$ cat config.mk
export PLATFORM = sky130hd
export DESIGN_NAME = prr_div
export DESIGN_NICKNAME = d
export VERILOG_FILES = /design/src/rtl/core/prr_pkg.sv /design/src/rtl/core/prr_div.sv
export SDC_FILE = /design/constraint.sdc
export NUM_CORES = 1
export LEC_CHECK = 0
export ABC_AREA = 1
export BUFFER_PORTS_ARGS = -buffer_cell sky130_fd_sc_hd__buf_4
export CAP_MARGIN = 0
export CORE_ASPECT_RATIO = 1.1
export CORE_MARGIN = 2
export CORE_UTILIZATION = 54
export DETAILED_ROUTE_END_ITERATION = 7
export PLACE_DENSITY_LB_ADDON = 0.15
export SYNTH_ARGS = -nofsm -noshare
export SYNTH_HDL_FRONTEND = slang
export SYNTH_SLANG_ARGS = --single-unit
$ cat constraint.sdc
create_clock -name clk -period 2.43 [get_ports clk]
set_clock_uncertainty 0.05 [all_clocks]
set_input_delay 0.486 -clock clk [delete_from_list [all_inputs] [get_ports clk]]
set_output_delay 0.486 -clock clk [all_outputs]
set_load 0.05 [all_outputs]
$ cat src/rtl/core/prr_pkg.sv
// ----------------------------------------------------------------------------
// prr_pkg
// Shared constants and types for the polyphase rational resampler.
// ----------------------------------------------------------------------------
package prr_pkg;

    // field widths fixed by the stream format
    localparam int REG_W       = 9;    // config register width
    localparam int IDX_W       = 15;   // coefficient index width
    localparam int COEF_W      = 18;   // Q1.17 coefficient
    localparam int PHASE_W     = 8;
    localparam int ROUND_SHIFT = 17;   // Q.17 product scaling
    localparam int DIV_W       = 17;   // phase*down fits 17 bits
    localparam int DIV_CNT_W   = 5;

    // APB
    localparam int PADDR_W = 4;
    localparam int APB_W   = 32;

    // register indexes (paddr[3:2])
    localparam logic [1:0] REG_UP   = 2'd0;
    localparam logic [1:0] REG_DOWN = 2'd1;
    localparam logic [1:0] REG_TAPS = 2'd2;

    localparam logic [REG_W-1:0] UP_RESET   = 9'd1;
    localparam logic [REG_W-1:0] DOWN_RESET = 9'd1;
    localparam logic [REG_W-1:0] TAPS_RESET = 9'd162;
    localparam logic [REG_W-1:0] RATIO_MAX  = 9'd256;

    // input item kind (tuser)
    localparam logic KIND_SAMPLE = 1'b0;
    localparam logic KIND_COEF   = 1'b1;

    typedef struct packed {
        logic clear;   // zero the accumulator
        logic valid;   // operands valid this cycle
        logic round;   // round/saturate the accumulator into the result
    } mac_ctl_t;

endpackage

$ cat src/rtl/core/prr_div.sv
// ----------------------------------------------------------------------------
// prr_div
// Restoring radix-2 divider, one quotient bit per cycle.
// ----------------------------------------------------------------------------
module prr_div
    import prr_pkg::*;
(
    input  logic             clk,
    input  logic             rst_n,
    input  logic             start,
    input  logic [DIV_W-1:0] dividend,
    input  logic [REG_W-1:0] divisor,
    output logic             done,
    output logic [DIV_W-1:0] quotient
);

    logic [REG_W-1:0]     rem_reg;
    logic [DIV_W-1:0]     quo_reg;
    logic [DIV_CNT_W-1:0] cnt_reg;
    logic                 busy_reg;
    logic                 done_reg;
    logic [REG_W:0]       trial;
    logic                 fits;

    assign trial = {rem_reg, quo_reg[DIV_W-1]};
    assign fits  = (trial >= {1'b0, divisor});

    always_ff @(posedge clk or negedge rst_n)
    begin
        if (!rst_n)
        begin
            rem_reg  <= '0;
            quo_reg  <= '0;
            cnt_reg  <= '0;
            busy_reg <= 1'b0;
            done_reg <= 1'b0;
        end
        else
        begin
            done_reg <= 1'b0;
            if (start)
            begin
                rem_reg  <= '0;
                quo_reg  <= dividend;
                cnt_reg  <= DIV_CNT_W'(DIV_W);
                busy_reg <= 1'b1;
            end
            else if (busy_reg)
            begin
                if (fits)
                begin
                    rem_reg <= REG_W'(trial - {1'b0, divisor});
                end
                else
                begin
                    rem_reg <= trial[REG_W-1:0];
                end
                quo_reg <= {quo_reg[DIV_W-2:0], fits};
                cnt_reg <= cnt_reg - 1'b1;
                if (cnt_reg == DIV_CNT_W'(1))
                begin
                    busy_reg <= 1'b0;
                    done_reg <= 1'b1;
                end
            end
        end
    end

    assign done     = done_reg;
    assign quotient = quo_reg;

endmodule

# Word level (Yosys, flattened, before mapping)

Cells that the tools add are included.

$add $sub $neg: 2
$lt $le $gt $ge: 1
Equal/unequal tests: 1
Muxes and demuxes: 13
Reduce and logical (&&, ||, !) cells: 1

Operators by type and width:

| cell                                                 | number |
|---|---|
| two-way mux 17 bit                                   | 2 |
| two-way mux 9 bit                                    | 3 |
| greater-or-equal comparator 10 x 9 -> 1 bit          | 1 |
| two-way mux 5 bit                                    | 2 |
| subtractor 9 bit                                     | 1 |
| two-way mux 1 bit                                    | 6 |
| equality test 5 x 1 -> 1 bit (second input constant) | 1 |
| subtractor 5 x 1 -> 5 bit (second input constant)    | 1 |
| nonzero test 2 bit                                   | 1 |

Register bits after elaboration: 33
Input bits: 29
Logic and storage cells: 23

# Longest topological paths before layout

Depth in word-level cells: 4
Depth in mapped cells: 13

# Worst setup path after synthesis

Ideal clock, no wire load.

Path type: register to register
From: register quo_reg[16], in the netlist quotient[16]
To: register rem_reg[7]
Arrival: 2016 ps
Data required time: 2264 ps
Setup slack: 247 ps
Cell stages (with the launch flop): 12
Buffers on the path: 0
Clock period less this slack: 2183 ps
Path through: dfrtp_1 inv_1 ha_1 fa_1 inv_1 nand4_2 nand2_2 nand2_4 nand2_4 nand3_1 nand2_1 nand2_1

Word-level cells in the longest chain between the ends: 4
Elaborated cells on any way between the ends: 5

RTL lines:

| what                                                                            | line                         | RTL |
|---|---|---|
| start: declaration                                                              | prr_div.sv:18                | `logic [DIV_W-1:0] quo_reg;` |
| start signal: assignment                                                        | prr_div.sv:44                | `quo_reg <= dividend;` |
| start signal: assignment                                                        | prr_div.sv:58                | `quo_reg <= {quo_reg[DIV_W-2:0], fits};` |
| subtractor 9 bit or greater-or-equal comparator 10 x 9 -> 1 bit (tied branches) | prr_div.sv:52, prr_div.sv:26 |  |
| two-way mux 9 bit *                                                             | prr_div.sv:50                | `if (fits)` |
| two-way mux 9 bit *                                                             | prr_div.sv:48                | `else if (busy_reg)` |
| two-way mux 9 bit *                                                             | prr_div.sv:41                | `if (start)` |
| end signal: assignment                                                          | prr_div.sv:52                | `rem_reg <= REG_W'(trial - {1'b0, divisor});` |
| end signal: assignment                                                          | prr_div.sv:56                | `rem_reg <= trial[REG_W-1:0];` |
| end: declaration                                                                | prr_div.sv:17                | `logic [REG_W-1:0] rem_reg;` |

Every way passes the cells marked *; elsewhere a longest branch is shown, timed or not. The select of a mux whose other input is x is not followed.
A chain may end at the register's enable or synchronous reset.

# Worst setup path after layout

From: register quo_reg[16], in the netlist quotient[16]
To: register rem_reg[1]

Same word-level chain as after synthesis.

==> out/results.txt <==
starting density of the core = 57.5%
PortBufs = 46
die height = 69.9 µm
Tmin final = 2.04 ns
most common cell after layout, fill and taps aside = nand2_1
post-synthesis sequential area ratio = 38.7%
FILL cells = 329
Max Cap Viol = 0
final wirelength = 4.71 mm
cell row count = 23
max frequency = 490 MHz
CTS Hold Bufs = 0
distinct cell type count after synthesis = 33
H-tree Lvls = 2
Clock Sinks = 33
Post-Synthesis Cells = 273
# IOs = 47
Setup WS pre-CTS = 0.252 ns
area delta synth->final = 20.8%
setup violators final = 0
layout net count = 361
detailed-route via count = 1923
DRC viols = 0
WP depth = 11
Routed WL per cell = 12.7 µm
count of pins over their slew limit = 0
first-pass GRT wire length = 8.22 mm
Setup Buffers After CTS = 0
min-delay worst type = input pin to async pin
Power per Cell Area = 1010 nW/µm²
Worst-Margin Slew = 0.415 ns
yosys warns = 0
largest net degree at the start of global routing = 34
CP Cell Sequence = inv_1 -> ha_1 -> fa_1 -> inv_1 -> nand4_2 -> nand2_2 -> nand2_4 -> nand2_4 -> nand2_1 -> nand3_1 -> nand2_1
critical path fanouts, max = 10
synthesized area = 2130 µm²
detailed placer's ending HPWL = 3.61 mm
die width = 63.9 µm
RSZ-0062 raised after global routing = false
vias in the first global route = 1782
WHS = 0.0887 ns
Die Area = 4470 µm²
Slowest-stage cell, CP = fa_1
TNS Setup = 0 ns
Clk pin slew, worst setup/hold paths = 0.07 ns
FF+latch count, synth = 33
Setup CP Type = flip-flop to flip-flop
Worst Setup Start Kind = flip-flop
total gr overflow = 0
Core Area = 3710 µm²
fin util = 69.4%
GRT Overall Usage = 23.2%
clock root buffer = clkbuf_8
most frequent cells in the layout = 78 x nand2_1, 48 x buf_4, 42 x inv_1
# diodes = 0
max reg flops = 17
worst-case reg-to-reg path depth = 11
Worst setup EP type = flip-flop
Crit path max-delay family = simple AND/OR/NAND/NOR gates
syn_nets = 314
fin crit share = 83.9%
CTS buffer count = 5
static leakage = 1.42 nW
initial antenna violation count = 0
Worst Path Buf+Inv = 2
syn_area_per_cell = 7.81 µm²
gpl congestion = 0.903
clk buf depth = 2
Detailed Routing Iterations Pass 1 = 4
Hold Fails Final Rpt = 0
fin worst setup slack = 0.391 ns
clk_lat worst skew = 0.28 ns
share of cells above drive strength 1 = 22.1%
post-route ant nets = 0
worst vdd ir = 0.000507 V
drt via density = 5.18
status = complete, no violations
Iter 0 DRT Violations = 96
worst path arrival time = 2.16 ns
CP Data Required Time = 2.55 ns
CTS tree = yes
CP peak stage delay = 0.41 ns
Worst slew margin = 72.4%
number of gates resized after CTS = 0
## power by group
| part | leakage (nW) | total [mW] | switching (mW) | internal, mW |
|---|---|---|---|---|
| Clock | 0.0450 | 0.390 | 0.192 | 0.198 |
| Sequential | 0.399 | 0.802 | 0.116 | 0.686 |
| Combinational | 0.978 | 1.40 | 0.892 | 0.507 |
## worst paths after layout
kind | startpoint | endpoint | slack, ns
max | quotient[16] | rem_reg[1] | 0.39
min | rst_n | busy_reg | 0.09
max reg2reg | quotient[16] | rem_reg[1] | 0.39
min reg2reg | quotient[1] | quotient[2] | 0.47
max in group asynchronous | rst_n | rem_reg[0] | 1.95
min in group clk | dividend[4] | quotient[4] | 0.37
## through the flow
step	cells	cell area, µm²	total power, mW
global placement	363	2490	2.18
CTS	371	2580	2.61
floorplan	273	2130	1.87
finish	371	2580	2.59
global route	371	2580	2.81
detailed placement	363	2490	2.21
## cell type report
class | count | area (µm²) | share of cell area (%)
flip-flops and latches | 33 | 826 | 32.0
clock inverters | 2 | 10.0 | 0.388
well taps | 50 | 62.6 | 2.43
inverters | 44 | 165 | 6.41
multi-input cells | 188 | 1080 | 41.9
clock buffers | 6 | 72.6 | 2.82
repair buffers | 48 | 360 | 14.0
## layer usage
metal / GRT usage (%) / routed length [µm]
met1: 32.1 / 2160
met2: 36.2 / 2260
met3: 4.99 / 212
met4: 7.25 / 71
met5: 0 / 0
## synthesized netlist by cell type (all sizes together)
| cell type | instances | area (µm²) |
|---|---|---|
| a21o | 1 | 7.51 |
| a21oi | 10 | 65.1 |
| a22oi | 4 | 30.0 |
| buf | 5 | 30.0 |
| clkbuf | 2 | 18.8 |
| dfrtp | 33 | 826 |
| dlymetal6s2s | 1 | 12.5 |
| fa | 1 | 20.0 |
| ha | 11 | 138 |
| inv | 44 | 165 |
| nand2 | 84 | 345 |
| nand3 | 21 | 105 |
| nand3b | 8 | 60.1 |
| nand4 | 5 | 37.5 |
| nor2 | 13 | 68.8 |
| nor3 | 1 | 16.3 |
| o211ai | 11 | 82.6 |
| o21ai | 13 | 65.1 |
| o22ai | 1 | 6.26 |
| o31ai | 1 | 7.51 |
| xnor2 | 2 | 17.5 |
| xor2 | 1 | 8.76 |
## logic make-up after synthesis
| logic type | synth area share, % |
|---|---|
| xor+xnor | 1.23 |
| simple gates | 29.7 |
| buf+inv | 10.6 |
| flops | 38.7 |
| compound gates | 12.4 |
| fa+ha+maj | 7.39 |
## worst reg2reg max path, delay by kind of cell, from the launching register on
family | cells | cell delay, ns
simple gates | 7 | 0.67
fa+ha+maj | 2 | 0.63
flops | 1 | 0.37
buf+inv | 2 | 0.19
(Power assumes the default switching activity.)
