### config.mk
export PLATFORM = sky130hd
export DESIGN_NAME = prr_mac
export DESIGN_NICKNAME = d
export VERILOG_FILES = /design/src/rtl/core/prr_pkg.sv /design/src/rtl/core/prr_mac.sv
export SDC_FILE = /design/constraint.sdc
export NUM_CORES = 1
export LEC_CHECK = 0
export BUFFER_PORTS_ARGS = -buffer_cell sky130_fd_sc_hd__buf_4
export CORE_MARGIN = 10
export CORE_UTILIZATION = 65
export DETAILED_ROUTE_END_ITERATION = 12
export PLACE_DENSITY = 0.83
export SYNTH_ARGS = -nofsm -noshare
export SYNTH_HDL_FRONTEND = slang
export SYNTH_SLANG_ARGS = --single-unit
### constraint.sdc
create_clock -name clk -period 7.4 [get_ports clk]
set_input_delay 1.48 -clock clk [delete_from_list [all_inputs] [get_ports clk]]
set_output_delay 1.48 -clock clk [all_outputs]
set_load 0.005 [all_outputs]
### src/rtl/core/prr_pkg.sv
// ----------------------------------------------------------------------------
// prr_pkg
// Shared constants and types for the polyphase rational resampler.
// ----------------------------------------------------------------------------
package prr_pkg;

    // field widths fixed by the stream format
    localparam int REG_W       = 9;    // config register width
    localparam int IDX_W       = 15;   // coefficient index width
    localparam int COEF_W      = 18;   // Q1.17 coefficient
    localparam int PHASE_W     = 8;
    localparam int ROUND_SHIFT = 17;   // Q.17 product scaling
    localparam int DIV_W       = 17;   // phase*down fits 17 bits
    localparam int DIV_CNT_W   = 5;

    // APB
    localparam int PADDR_W = 4;
    localparam int APB_W   = 32;

    // register indexes (paddr[3:2])
    localparam logic [1:0] REG_UP   = 2'd0;
    localparam logic [1:0] REG_DOWN = 2'd1;
    localparam logic [1:0] REG_TAPS = 2'd2;

    localparam logic [REG_W-1:0] UP_RESET   = 9'd1;
    localparam logic [REG_W-1:0] DOWN_RESET = 9'd1;
    localparam logic [REG_W-1:0] TAPS_RESET = 9'd162;
    localparam logic [REG_W-1:0] RATIO_MAX  = 9'd256;

    // input item kind (tuser)
    localparam logic KIND_SAMPLE = 1'b0;
    localparam logic KIND_COEF   = 1'b1;

    typedef struct packed {
        logic clear;   // zero the accumulator
        logic valid;   // operands valid this cycle
        logic round;   // round/saturate the accumulator into the result
    } mac_ctl_t;

endpackage

### src/rtl/core/prr_mac.sv
// ----------------------------------------------------------------------------
// prr_mac
// Shared multiply-accumulate unit with round-half-up and saturation.
// ----------------------------------------------------------------------------
module prr_mac
    import prr_pkg::*;
#(
    parameter int SAMPLE_BITS = 24,
    parameter int ACC_W       = 52
)(
    input  logic                          clk,
    input  logic                          rst_n,
    input  mac_ctl_t                      ctl,
    input  logic signed [SAMPLE_BITS-1:0] sample,
    input  logic signed [COEF_W-1:0]      coef,
    output logic                          busy,
    output logic        [SAMPLE_BITS-1:0] result
);

    localparam int PROD_W = SAMPLE_BITS + COEF_W;

    localparam logic signed [ACC_W-1:0] HALF =
        {{(ACC_W-ROUND_SHIFT){1'b0}}, 1'b1, {(ROUND_SHIFT-1){1'b0}}};
    localparam logic signed [ACC_W-1:0] SAT_HI =
        {{(ACC_W-SAMPLE_BITS+1){1'b0}}, {(SAMPLE_BITS-1){1'b1}}};
    localparam logic signed [ACC_W-1:0] SAT_LO =
        {{(ACC_W-SAMPLE_BITS+1){1'b1}}, {(SAMPLE_BITS-1){1'b0}}};

    logic signed [PROD_W-1:0] prod_reg;
    logic                     prod_vld_reg;
    logic signed [ACC_W-1:0]  acc_reg;
    logic [SAMPLE_BITS-1:0]   result_reg;
    logic signed [ACC_W-1:0]  rnd;
    logic signed [ACC_W-1:0]  shifted;
    logic signed [ACC_W-1:0]  sat;

    always_comb
    begin
        rnd     = acc_reg + HALF;
        shifted = rnd >>> ROUND_SHIFT;
        if (shifted > SAT_HI)
        begin
            sat = SAT_HI;
        end
        else if (shifted < SAT_LO)
        begin
            sat = SAT_LO;
        end
        else
        begin
            sat = shifted;
        end
    end

    always_ff @(posedge clk or negedge rst_n)
    begin
        if (!rst_n)
        begin
            prod_vld_reg <= 1'b0;
            acc_reg      <= '0;
        end
        else
        begin
            prod_vld_reg <= ctl.valid & ~ctl.clear;
            if (ctl.clear)
            begin
                acc_reg <= '0;
            end
            else if (prod_vld_reg)
            begin
                acc_reg <= acc_reg + ACC_W'(prod_reg);
            end
        end
    end

    // product and result are payload
    always_ff @(posedge clk)
    begin
        prod_reg <= sample * coef;
        if (ctl.round)
        begin
            result_reg <= sat[SAMPLE_BITS-1:0];
        end
    end

    assign busy   = prod_vld_reg;
    assign result = result_reg;

endmodule

After elaboration in Yosys (flattened, before gate mapping)
Cells that the tools add are included.

word-level totals
  word-level logic and storage cells = 15
  input port bits = 47
  bits in registers = 119
  output and inout bits = 25

cells by class
  mux-type cells = 3
  reduce and logical (&&, ||, !) cells = 1
  bitwise gates (word level) = 2
  $lt $le $gt $ge = 2
  add/subtract/negate cells = 2
  $mul = 1

operators by type and width
  kind                                                              count
  2-to-1 mux 52 bit                                                 2
  adder 52 x 18 -> 52 bit (second input constant)                   1
  adder 52 x 42 -> 52 bit                                           1
  multiplier 24 x 18 -> 42 bit                                      1
  greater-than comparator 35 x 24 -> 1 bit (second input constant)  1
  less-than comparator 35 x 24 -> 1 bit (second input constant)     1
  2-to-1 mux 24 bit                                                 1
  nonzero test 2 bit                                                1
  AND 1 bit                                                         1
  inverter 1 bit                                                    1

Depth between registers and ports, before layout
Gate-level depths: netlist of run 1.

  depth after elaboration = 3
  gate-level depth with buffers = 26
  depth with buffers taken out = 25

Least setup slack after synthesis of run 1
No wires, ideal clock.

  path type = input-to-reg
  from = input port sample[16]
  to = register prod_reg[35]
  cell stages on the path = 25
  buffers on the path = 2
  setup slack = -423 ps
  library setup time = 72 ps
  arrival = 7750 ps
  required time = 7328 ps
  cells stage by stage = clkbuf_1 clkbuf_1 nand2_1 fa_1 inv_1 fa_1 inv_1 fa_1 inv_1 fa_1 fa_1 inv_1 fa_1 inv_1 ha_1 and2_1 a221oi_1 a21oi_1 a21boi_0 nor2_1 o31a_1 a311oi_1 o2111ai_1 a21oi_1 xnor2_1

between the ends
  word-level cells in the longest chain between the ends = 1

RTL lines
  item                          line           source
  start, declared               prr_mac.sv:14  input logic signed [SAMPLE_BITS-1:0] sample,
  multiplier 24 x 18 -> 42 bit  prr_mac.sv:79  prod_reg <= sample * coef;
  end signal, assigned          prr_mac.sv:79
  end, declared                 prr_mac.sv:29  logic signed [PROD_W-1:0] prod_reg;

Every way passes these cells.
A chain may end at the register's enable or synchronous reset.

Worst setup path after layout of run 1
  from = input port coef[17]
  to = register prod_reg[41]

between the ends
  word-level cells in the longest chain between the ends = 1

RTL lines
  item                          line           source
  start, declared               prr_mac.sv:15  input logic signed [COEF_W-1:0] coef,
  multiplier 24 x 18 -> 42 bit  prr_mac.sv:79

Every way passes these cells.

==> results of run 1 <==
critical path: stages:
cell and delay (ns):
sky130_fd_sc_hd__buf_4 0.11, sky130_fd_sc_hd__clkinvlp_4 0.17, sky130_fd_sc_hd__buf_4 0.18, sky130_fd_sc_hd__nor2_1 0.15, sky130_fd_sc_hd__fa_1 0.46, sky130_fd_sc_hd__fa_1 0.57
sky130_fd_sc_hd__fa_1 0.46, sky130_fd_sc_hd__fa_1 0.53, sky130_fd_sc_hd__fa_1 0.52, sky130_fd_sc_hd__fa_1 0.49, sky130_fd_sc_hd__ha_1 0.34, sky130_fd_sc_hd__a31o_2 0.26
sky130_fd_sc_hd__a221oi_2 0.28, sky130_fd_sc_hd__buf_4 0.16, sky130_fd_sc_hd__nor2_1 0.04, sky130_fd_sc_hd__o2111a_1 0.12, sky130_fd_sc_hd__o31a_1 0.33, sky130_fd_sc_hd__a41o_1 0.29
sky130_fd_sc_hd__o22ai_2 0.15, sky130_fd_sc_hd__o21ai_0 0.12, sky130_fd_sc_hd__a21oi_1 0.16, sky130_fd_sc_hd__xnor2_1 0.13
kinds of logic (layout without fill, tap and decap cells):
kind of cell	Yosys count	count (layout)	share of synthesized area [%]
flops	119	119	12.7
fa+ha+maj	583	583	46.2
compound gates	313	313	9.20
xor+xnor	113	113	4.36
buf+inv	638	755	10.7
mux	40	40	1.76
simple gates	710	710	15.1
cell type report:
class | count | share of cell area, %
well taps | 455 | 2.28
flip-flops and latches | 119 | 11.5
inverters | 526 | 7.91
multi-input cells | 1759 | 69.7
repair buffers | 197 | 6.01
clock buffers | 19 | 1.86
clock inverters | 13 | 0.680
stage by stage:
stage               cell area (um2)  utilization (%)  setup WS [ns]
finish                        25000             72.4          0.247
CTS                           25000             72.4          0.164
global route                  25000             72.4       -0.00270
global placement              24400             70.5         -0.114
floorplan                     22800                -         0.0147
detailed placement            24400             70.5         -0.283
worst max path at each step:
stage,endpoint,cells after the start,startpoint,slack [ns]
after global placement,prod_reg[41]$_DFF_P_,23,coef[17],-0.11
final,prod_reg[41]$_DFF_P_,22,coef[17],0.25
after floorplan,prod_reg[41]$_DFF_P_,24,sample[18],0.01
after global routing,prod_reg[33]$_DFF_P_,23,coef[17],-0.003
after detailed placement,prod_reg[41]$_DFF_P_,23,coef[17],-0.28
after CTS,prod_reg[41]$_DFF_P_,22,coef[17],0.16
synthesized netlist by cell type (9+ instances only):
cell                       count  area (um2)
sky130_fd_sc_hd__nor2_1      114         428
sky130_fd_sc_hd__o21bai_1     12        90.1
sky130_fd_sc_hd__nor3_1       10        50.1
sky130_fd_sc_hd__xnor2_1      73         639
sky130_fd_sc_hd__nand3_1      33         165
sky130_fd_sc_hd__clkbuf_1    104         390
sky130_fd_sc_hd__and3_1       11        68.8
sky130_fd_sc_hd__o21ai_0      49         245
sky130_fd_sc_hd__inv_1       525        1970
sky130_fd_sc_hd__nand2b_1     24         150
sky130_fd_sc_hd__nand4_1      21         131
sky130_fd_sc_hd__nand2_1     310        1160
sky130_fd_sc_hd__fa_1        426        8530
sky130_fd_sc_hd__o21ai_2      20         175
sky130_fd_sc_hd__and2_1      150         938
sky130_fd_sc_hd__mux2i_1      40         400
sky130_fd_sc_hd__a21oi_1      83         415
sky130_fd_sc_hd__edfxtp_1     24         721
sky130_fd_sc_hd__nor2b_1      11        68.8
sky130_fd_sc_hd__ha_1        157        1960
sky130_fd_sc_hd__a31oi_1      10        62.6
sky130_fd_sc_hd__dfrtp_1      53        1330
sky130_fd_sc_hd__a21o_1       53         398
sky130_fd_sc_hd__dfxtp_1      42         841
sky130_fd_sc_hd__o21a_1       16         120
sky130_fd_sc_hd__a211oi_1      9        67.6
sky130_fd_sc_hd__xor2_1       40         350
layer usage:
layer	global-route usage (%)	part of all wire (%)
met1	32.8	40
met5	0	0
met3	4.01	7.2
met2	45.7	50
met4	8.82	3.1
timing repair:
action	in CTS	in global routing
resized for setup	0	5
endpoints found under the setup margin	0	7
hold buffers	0	0
setup buffers	0	0
==> impl_summary.md, run 1 <==
Outcome
The run finished with clean final reports.

Final layout
Once layout is complete, the cells apart from fillers number 3088. The most frequent standard cell in the layout excluding fill and tap cells is sky130_fd_sc_hd__inv_1. The area of the multi-input gates is 17400 um2.

Fill cells in the final layout number 2489. For this run, the post-layout net count is 3250. The register with the most flip-flops in the layout has 52 of them. The proportion of layout cells with a drive suffix above 1 is 10.4%. The area growth from synthesis to layout is 10.2%. The number of antenna cells inserted is 0.

The top cell types in the final layout, fill and taps aside, are 525 x sky130_fd_sc_hd__inv_1, 426 x sky130_fd_sc_hd__fa_1, 310 x sky130_fd_sc_hd__nand2_1, 195 x sky130_fd_sc_hd__buf_4, 155 x sky130_fd_sc_hd__ha_1. The sequential cells in the finished layout cover a total of 2890 um2.

Timing
The share of the clock period used by the worst path is 96.7%. After layout, the minimum clock period comes to 7.15 ns. The worst slew slack as a fraction of its limit is 21.8%. The maximum clock rate is 140 MHz.

The number of pins with negative max-slew slack in the final report is 0. Setup violations remaining at the end of the flow were counted as 0. The setup clock skew after layout is 0.0191 ns. Hold timing on the final database bottoms out at a slack of 0.532 ns. The pin slew with the least headroom to its limit is 1.17 ns.

The number of failing hold endpoints at the final stage is 0. The final setup TNS is 0 ns.

Run
Across the run, the number of max-cap violations was 0.

Synthesis
Yosys mapped a number of flops with a built-in enable equal to 24. Yosys printed 0 warnings. In the synthesized netlist, the number of instances is 2516.

After synthesis the cells add up to 22700 um2. The post-synth net total is 3146. The share of the Yosys chip area taken by registers is 12.7%.

The average instance in the mapped netlist occupies 9.02 um2. The number of different library cells used by synthesis comes to 73. The synthesized design contains 119 register bits. The most used flip-flop cell after synthesis is sky130_fd_sc_hd__dfrtp_1. For this run, asynchronously set or reset flops after synthesis account for 44.5%.

Clock network
CTS placed an instance of sky130_fd_sc_hd__clkbuf_16 at the clock tree root. The clock tree buffer depth is 2. The number of clock buffers added by TritonCTS is 17. Clock-pin slew was measured on the worst setup and hold paths at 0.06 ns. The clock tree synthesis step divided the H-tree into 4 levels.

Counting every sink on the clock net gives 119. TritonCTS built the clock tree. The later pin in the worst-skew pair is clocked with a latency of 0.42 ns.

Placement
The detailed placer's ending HPWL is 44300 um. The count of buffers inserted at the top-level ports is 71. The last weighted congestion value of the routability-driven placer is 0.945. After detailed placement, the design holds a cell count of 3056.

Die
During I/O placement, the number of pins put on the boundary was 72. Measured along the x axis, the die boundary spans 207 um. The starting density of the core is 65.7%. The height of the die is 207 um. The floorplan step defined a core boundary enclosing 34500 um2. In this run the core area contains 68 standard-cell rows. The floorplan step defined a die boundary enclosing 42800 um2.

Worst hold path
The startpoint identified for the worst hold timing path is acc_reg[15]$_DFFE_PN0P_. The worst-case hold path end point is acc_reg[15]$_DFFE_PN0P_. Along the worst hold path, the cell count comes to 2. The path type of the worst min-delay path is flip-flop to flip-flop.

GRT
The final global-route overflow total is 0. The number of antenna violations at the first check in global routing is 0. Global routing used 26.2% of the available tracks. The wire length of the first global-routing pass is 91300 um. The maximum number of pins on one net before global-route repair is 67. The number of global-route vias before repair came to 19086.

Worst setup path
The worst endpoint data arrival time is 7.50 ns. The critical path start-end classification is input pin to flip-flop. The number of cells on the worst reg-to-reg path is 10. The slack of the worst reg-to-reg path is 3.15 ns. STA classifies the critical path startpoint as an input pin. Of all nets on the critical path, the largest fanout is 6. The endpoint type of the worst setup path is a flip-flop. The reg-to-reg critical path endpoint is result[2]$_SDFFCE_PN1P_. For the worst setup path, the data required time is 7.75 ns. The worst register-to-register path begins at acc_reg[25]$_DFFE_PN0P_.

Routing
The first detailed-routing pass took 7 iterations. The routed layout has 17497 vias. In this run the remaining antenna-violating nets after routing total 0. The via density per instance is 5.67.

In this run, the number of DRC markers left after iteration 0 of detailed routing was 1147. For this run, design rule violations remaining after detail routing come to 0. Dividing the detail-routed wire length by the instance count gives 17.2 um. The routed wire length is 53200 um.
Power of run 1 is left out: the tool's default activity adds up to more than one toggle a clock period on the data nets, which glitch-free logic cannot reach.
==> inputs of run 2 (changes only) <==
- PLACE_DENSITY: 0.83 -> not set
- PLACE_DENSITY_LB_ADDON: not set -> 0.2
==> impl_summary.md, run 2 (same netlist as run 1, synthesis figures left out) <==
Timing
The setup clock skew after layout is 0.00983 ns (-0.00926 ns). The final worst slack is 0.246 ns (-0.00149 ns). The worst slew slack as a fraction of its limit is 19.9% (-2.0 points). Setup repair after global routing could not meet its margin everywhere. The share of the clock period used by the worst path came to 96.7% (about the same).

The pin slew with the least headroom to its limit was 1.20 ns (+0.0298 ns). The total setup violations reported at the end of the flow is 0 (unchanged). The number of failing hold endpoints at the final stage is 0 (unchanged). The final setup TNS is 0 ns (unchanged).

The clock period minus final worst setup slack was 7.15 ns (+0.00149 ns). The maximum clock rate came to 140 MHz (about the same). The number of pins with negative max-slew slack in the final report is 0 (unchanged).

Routing
The routed wire length is 52700 um (-0.91%). The detailed-router iteration count before antenna repair is 5 (-2). The initial DRC count is 970 (-15%). The uppermost layer routed is met4. The routed wirelength normalized by instance count is 17.0 um (-1.4%). The met1 layer wirelength in the final routing is 22300 um (+5.4%). The via density per instance is 5.62 (-0.89%).

The met2 wire length came to 25700 um (-3.3%). The met3 wire length came to 3180 um (-17%). The number of DRC violations after detailed routing was 0 (unchanged). The number of nets with antenna violations after routing came to 0 (unchanged). The total via count in the routed design is 17420 (-0.44%).

Die
The height of the die was 207 um (unchanged). The core region area is 34500 um2 (unchanged). The row count is 68 (unchanged).

The starting density of the core is 65.7% (unchanged). The area enclosed by the die boundary is 42800 um2 (unchanged). The number of ports placed on the die boundary is 72 (unchanged). The overall die width is 207 um (unchanged).

Final layout
The flip-flop count of the largest register after layout is 52 (unchanged). The area growth from synthesis to layout is 10.8%. The final non-filler cell area is 25200 um2 (+0.57%).

The top cell types in the final layout, fill and taps aside, are 525 x sky130_fd_sc_hd__inv_1, 426 x sky130_fd_sc_hd__fa_1, 310 x sky130_fd_sc_hd__nand2_1, 204 x sky130_fd_sc_hd__buf_4, 156 x sky130_fd_sc_hd__ha_1. The layout filler cell count is 2594 (+4.2%). The net total in the final layout is 3263 (+0.40%). The proportion of layout cells with a drive suffix above 1 is 10.9% (+0.55 points). The most frequent standard cell in the layout excluding fill and tap cells is sky130_fd_sc_hd__inv_1.

Outcome
The flow ran to the end, and the final reports show no timing, DRC or antenna violations.

Placement
The last weighted congestion value of the routability-driven placer came to 0.948 (+0.32%). The placed standard-cell area is 24500 um2 (+0.55%). The detailed placer's ending HPWL is 44600 um (+0.59%). The count of buffers inserted at the top-level ports is 71 (unchanged). The worst setup timing slack at the placement stage is -0.307 ns (-0.0234 ns).

Run
The number of max-cap violations is 0 (unchanged).

Worst setup path
The worst-path maximum fanout came to 7 (+1). The buffer and inverter count on the worst path is 6 (+2). Among cell families on the critical path, the largest total delay comes from adder cells. STA classifies the critical path startpoint as an input pin.

The required time of the worst setup path is 7.75 ns (about the same). The critical path start-end classification is input pin to flip-flop. The number of cells on the worst reg-to-reg path is 11 (+1). The most numerous cell type found on the critical path is sky130_fd_sc_hd__fa_1.

In this run the critical register-to-register path is launched from acc_reg[25]$_DFFE_PN0P_. The worst stage delay on the critical path is 0.55 ns (-0.02 ns). The slack of the worst reg-to-reg path is 3.11 ns (-0.04 ns). The signal on the critical path passes through buf_4, and2_1, fa_1, inv_1, fa_1, fa_1, inv_1, fa_1, fa_1, inv_1, fa_1, inv_1, ha_1, a21o_1, a221oi_4, buf_4, nor2_1, o2111a_1, o31a_1, a41o_1, o22ai_2, o21bai_1, a21oi_1, xnor2_1. The worst endpoint data arrival time came to 7.50 ns (about the same). STA classifies the critical path endpoint as a flip-flop. In this run the critical register-to-register path is captured at result[1]$_SDFFCE_PN1P_. The slowest stage of the critical path belongs to the cell sky130_fd_sc_hd__fa_1.

Clock network
The count of clock tree sinks came to 119 (unchanged). The clock insertion delay at the later pin of the skew report came to 0.42 ns (about the same). The clock buffer count from CTS is 17 (unchanged). The clock tree buffer depth came to 2 (unchanged). The TritonCTS clock tree is built.

The CTS clock-pin slew for the worst setup and hold paths is 0.06 ns (about the same). The cell at the root of the clock tree is sky130_fd_sc_hd__clkbuf_16. The count of buffers added by post-CTS timing repair for setup was 0 (unchanged). The number of levels in the clock H-tree is 4 (unchanged).

Worst hold path
The min-delay analysis places its worst path in the category flip-flop to flip-flop. The startpoint identified for the worst hold timing path is acc_reg[0]$_DFFE_PN0P_. The worst hold path terminates at acc_reg[0]$_DFFE_PN0P_.

The depth of the worst hold-timing path is 2 (unchanged).

GRT
The final global-route overflow total came to 0 (unchanged). The number of global-route vias before repair was 18540 (-2.9%). The maximum number of pins on one net before global-route repair is 67 (unchanged). The number of antenna violations at the first check in global routing is 1 (+1). The wire length of the first global-routing pass is 89900 um (-1.5%). The global-route total usage across every layer is 25.9% (-0.28 points).
==> run 2: cell type report <==
class | instances | area, um2 | area share (%)
antenna | 1 | 2.50 | 0.00994
clock buffer | 18 | 429 | 1.71
clock inverter | 14 | 176 | 0.701
inverter | 526 | 1980 | 7.86
multi-input combinational | 1759 | 17500 | 69.5
sequential | 119 | 2890 | 11.5
tap | 455 | 569 | 2.26
timing repair buffer | 210 | 1640 | 6.53
==> run 2: per-layer routing <==
| layer | GRT usage (%) | vias to the layer above |
|---|---|---|
| met5 | 0 | - |
| met4 | 8.12 | 0 |
| met3 | 3.36 | 95 |
| met2 | 44.4 | 559 |
| met1 | 33.7 | 8755 |
| li1 | - | 8011 |
==> run 2: worst max path at each step <==
stage / startpoint / cells past startpoint / end / slack [ns]
floorplan: sample[18] / 24 / prod_reg[41]$_DFF_P_ / 0.01
global placement: coef[17] / 23 / prod_reg[41]$_DFF_P_ / -0.17
detailed placement: coef[17] / 23 / prod_reg[41]$_DFF_P_ / -0.31
CTS: coef[17] / 23 / prod_reg[41]$_DFF_P_ / 0.15
global route: coef[17] / 23 / prod_reg[41]$_DFF_P_ / -0.008
finish: coef[8] / 24 / prod_reg[39]$_DFF_P_ / 0.25
==> run 2: worst reg2reg max path: stages, from the launching register on <==
cell and delay (ns):
sky130_fd_sc_hd__dfrtp_1 0.57, sky130_fd_sc_hd__and3_4 0.28, sky130_fd_sc_hd__nand4_4 0.12, sky130_fd_sc_hd__or4b_4 0.59, sky130_fd_sc_hd__or3_4 0.38, sky130_fd_sc_hd__nor3_4 0.27
sky130_fd_sc_hd__and4b_1 0.23, sky130_fd_sc_hd__nor2_1 0.05, sky130_fd_sc_hd__nor3_2 0.12, sky130_fd_sc_hd__a41oi_1 0.10, sky130_fd_sc_hd__o31ai_4 1.06, sky130_fd_sc_hd__o21ai_0 0.21
==> run 2: metrics by stage <==
stage          cells  hold slack [ns]  util (%)
3_5_place_dp    3069            0.521      70.9
6_report        3102            0.527      72.8
2_1_floorplan   2516            0.490         -
3_3_place_gp    3069            0.506      70.9
4_1_cts         3101            0.534      72.7
5_1_grt         3102            0.545      72.8
==> run 2: timing repair <==
item,in CTS,in global routing
endpoints found under the setup margin,0,8
hold buffers,0,0
resized for setup,0,16
Power of run 2 is left out for the same reason.
==> inputs of run 3 (changes only) <==
- REMOVE_ABC_BUFFERS: not set -> 1
==> impl_summary.md, run 3 (same netlist as run 1, synthesis figures left out) <==
Clock network
The clock tree buffer depth came to 2 (unchanged). The number of levels in the clock H-tree is 4 (unchanged). The cell at the root of the clock tree is sky130_fd_sc_hd__clkbuf_16.

The count of buffers added by post-CTS timing repair for setup is 0 (unchanged). The clock buffer count from CTS was 17 (unchanged). The clock insertion delay at the later pin of the skew report is 0.42 ns (about the same). The count of clock tree sinks is 119 (unchanged). The CTS clock-pin slew for the worst setup and hold paths is 0.06 ns (about the same).

The TritonCTS clock tree is built.

Final layout
The net total in the final layout came to 3277 (+0.43%). The proportion of layout cells with a drive suffix above 1 was 11.3% (+0.39 points). The flip-flop count of the largest register after layout is 52 (unchanged).

Relative to the synthesized area, the layout overhead comes to 11.0%. The top cell types in the final layout, fill and taps aside, are 525 x sky130_fd_sc_hd__inv_1, 426 x sky130_fd_sc_hd__fa_1, 310 x sky130_fd_sc_hd__nand2_1, 219 x sky130_fd_sc_hd__buf_4, 157 x sky130_fd_sc_hd__ha_1. The layout filler cell count is 2656 (+2.4%). The number of antenna cells inserted came to 0 (-1). The final instance count without filler cells is 3115 (+0.42%). The library cell used most frequently in the layout, excluding fill and tap cells, is sky130_fd_sc_hd__inv_1.

Worst setup path
The required time of the worst setup path is 7.75 ns (about the same). STA classifies the critical path endpoint as a flip-flop. In this run the critical register-to-register path is captured at result[2]$_SDFFCE_PN1P_. The kind of start point of the critical path is an input pin. For this design, the slowest cell found on the critical path is sky130_fd_sc_hd__fa_1.

The number of cells on the worst reg-to-reg path was 11 (unchanged). The slack of the worst reg-to-reg path is 3.21 ns (+0.10 ns). The most numerous cell on the critical path is sky130_fd_sc_hd__fa_1.

The buffer and inverter count on the worst path is 7 (+1). The worst-path maximum fanout is 9 (+2). The worst stage delay on the critical path is 0.54 ns (about the same). The startpoint identified for the worst register-to-register timing path is acc_reg[25]$_DFFE_PN0P_. The critical path start-end classification is input pin to flip-flop. The top cell family by delay on the critical path is adder cells.

The worst endpoint data arrival time is 7.50 ns (about the same).

Die
The starting density of the core is 65.7% (unchanged). The row count is 68 (unchanged). The area enclosed by the die boundary is 42800 um2 (unchanged).

The number of ports placed on the die boundary came to 72 (unchanged). The height of the die was 207 um (unchanged). The core region area is 34500 um2 (unchanged). The overall die width was 207 um (unchanged).

Timing
The setup clock skew after layout is 0.0137 ns (+0.00383 ns). The worst hold-check slack is 0.544 ns (+0.0170 ns). The pin slew with the least headroom to its limit is 1.14 ns (-0.0667 ns). The share of the clock period used by the worst path is 96.6% (about the same). The worst slew slack as a fraction of its limit is 24.3% (+4.4 points). The maximum clock rate is 140 MHz (about the same). The total setup violations reported at the end of the flow came to 0 (unchanged). The number of pins with negative max-slew slack in the final report is 0 (unchanged). The number of failing hold endpoints at the final stage came to 0 (unchanged). The clock period minus final worst setup slack is 7.15 ns (-0.00314 ns).

Routing
The total via count in the routed design is 17218 (-1.2%). The detailed-router iteration count before antenna repair is 6 (+1). The number of nets with antenna violations after routing came to 0 (unchanged). The number of DRC violations after detailed routing came to 0 (unchanged).

The routed wirelength normalized by instance count was 16.6 um (-2.5%). The initial DRC count is 968 (-0.21%). The via density per instance is 5.53 (-1.6%). The routed wire length is 51600 um (-2.1%).

GRT
The number of global-route vias before repair came to 18624 (+0.45%). The global-route total usage across every layer is 25.5% (-0.49 points). The final global-route overflow total is 0 (unchanged). The number of antenna violations at the first check in global routing was 0 (-1). The wire length of the first global-routing pass is 89100 um (-0.99%).

The maximum number of pins on one net before global-route repair came to 67 (unchanged).

Placement
The last weighted congestion value of the routability-driven placer is 0.947 (-0.18%). The count of buffers inserted at the top-level ports is 71 (unchanged). The detailed placer's ending HPWL was 43900 um (-1.5%). The cell count after placement is 3083 (+0.46%).

Worst hold path
The worst-case hold path end point is acc_reg[11]$_DFFE_PN0P_. The depth of the worst hold-timing path is 2 (unchanged). The worst hold path belongs to the class flip-flop to flip-flop. The startpoint identified for the worst hold timing path is acc_reg[11]$_DFFE_PN0P_.

Run
The number of max-cap violations came to 0 (unchanged).

Outcome
The run finished with clean final reports.
==> run 3: what timing repair did <==
item,CTS,global route
endpoints found under the setup margin,4,8
pin swaps,0,10
hold buffers,0,0
gates resized for setup,2,16
hold endpoints to repair,0,0
==> run 3: routing by layer <==
| metal | track usage (%) | vias to the layer above | wire length, um |
|---|---|---|---|
| li1 | - | 8004 | - |
| met1 | 33.0 | 8545 | 21600 |
| met2 | 44.0 | 592 | 25500 |
| met3 | 4.18 | 77 | 3640 |
| met4 | 5.82 | 0 | 805 |
| met5 | 0 | - | 0 |
==> run 3: stage by stage <==
stage	cell area, um2	TNS, ns	setup WS [ns]	utilization (%)
floorplan	22300	-0.792	-0.238	-
global placement	24600	-1.95	-0.374	71.1
detailed placement	24600	-3.65	-0.605	71.1
CTS	25200	0	0.0479	72.8
global route	25200	-0.0146	-0.0110	72.9
finish	25200	0	0.249	72.9
==> run 3: how the worst max path moves through the flow <==
stage	to	from	slack (ns)	cells after the start
after detailed placement	prod_reg[41]$_DFF_P_	coef[17]	-0.60	23
final	prod_reg[39]$_DFF_P_	sample[16]	0.25	25
after floorplan	prod_reg[35]$_DFF_P_	coef[17]	-0.24	21
after global placement	prod_reg[41]$_DFF_P_	coef[17]	-0.37	24
after global routing	prod_reg[35]$_DFF_P_	coef[7]	-0.01	26
after CTS	prod_reg[41]$_DFF_P_	sample[13]	0.05	24
==> run 3: final cells by class <==
class,instances,area [um2],share of cell area (%)
well taps,455,569,2.26
clock inverters,13,118,0.467
flip-flops and latches,119,2890,11.5
inverters,526,1980,7.85
multi-input cells,1759,17400,69.2
clock buffers,19,454,1.80
repair buffers,224,1740,6.92
==> run 3: worst min-delay path: stages, from the launching register on <==
cell and delay [ns]:
sky130_fd_sc_hd__dfrtp_1 0.34, sky130_fd_sc_hd__mux2i_1 0.07, sky130_fd_sc_hd__nor2_1 0.09
Power of run 3 is left out for the same reason.
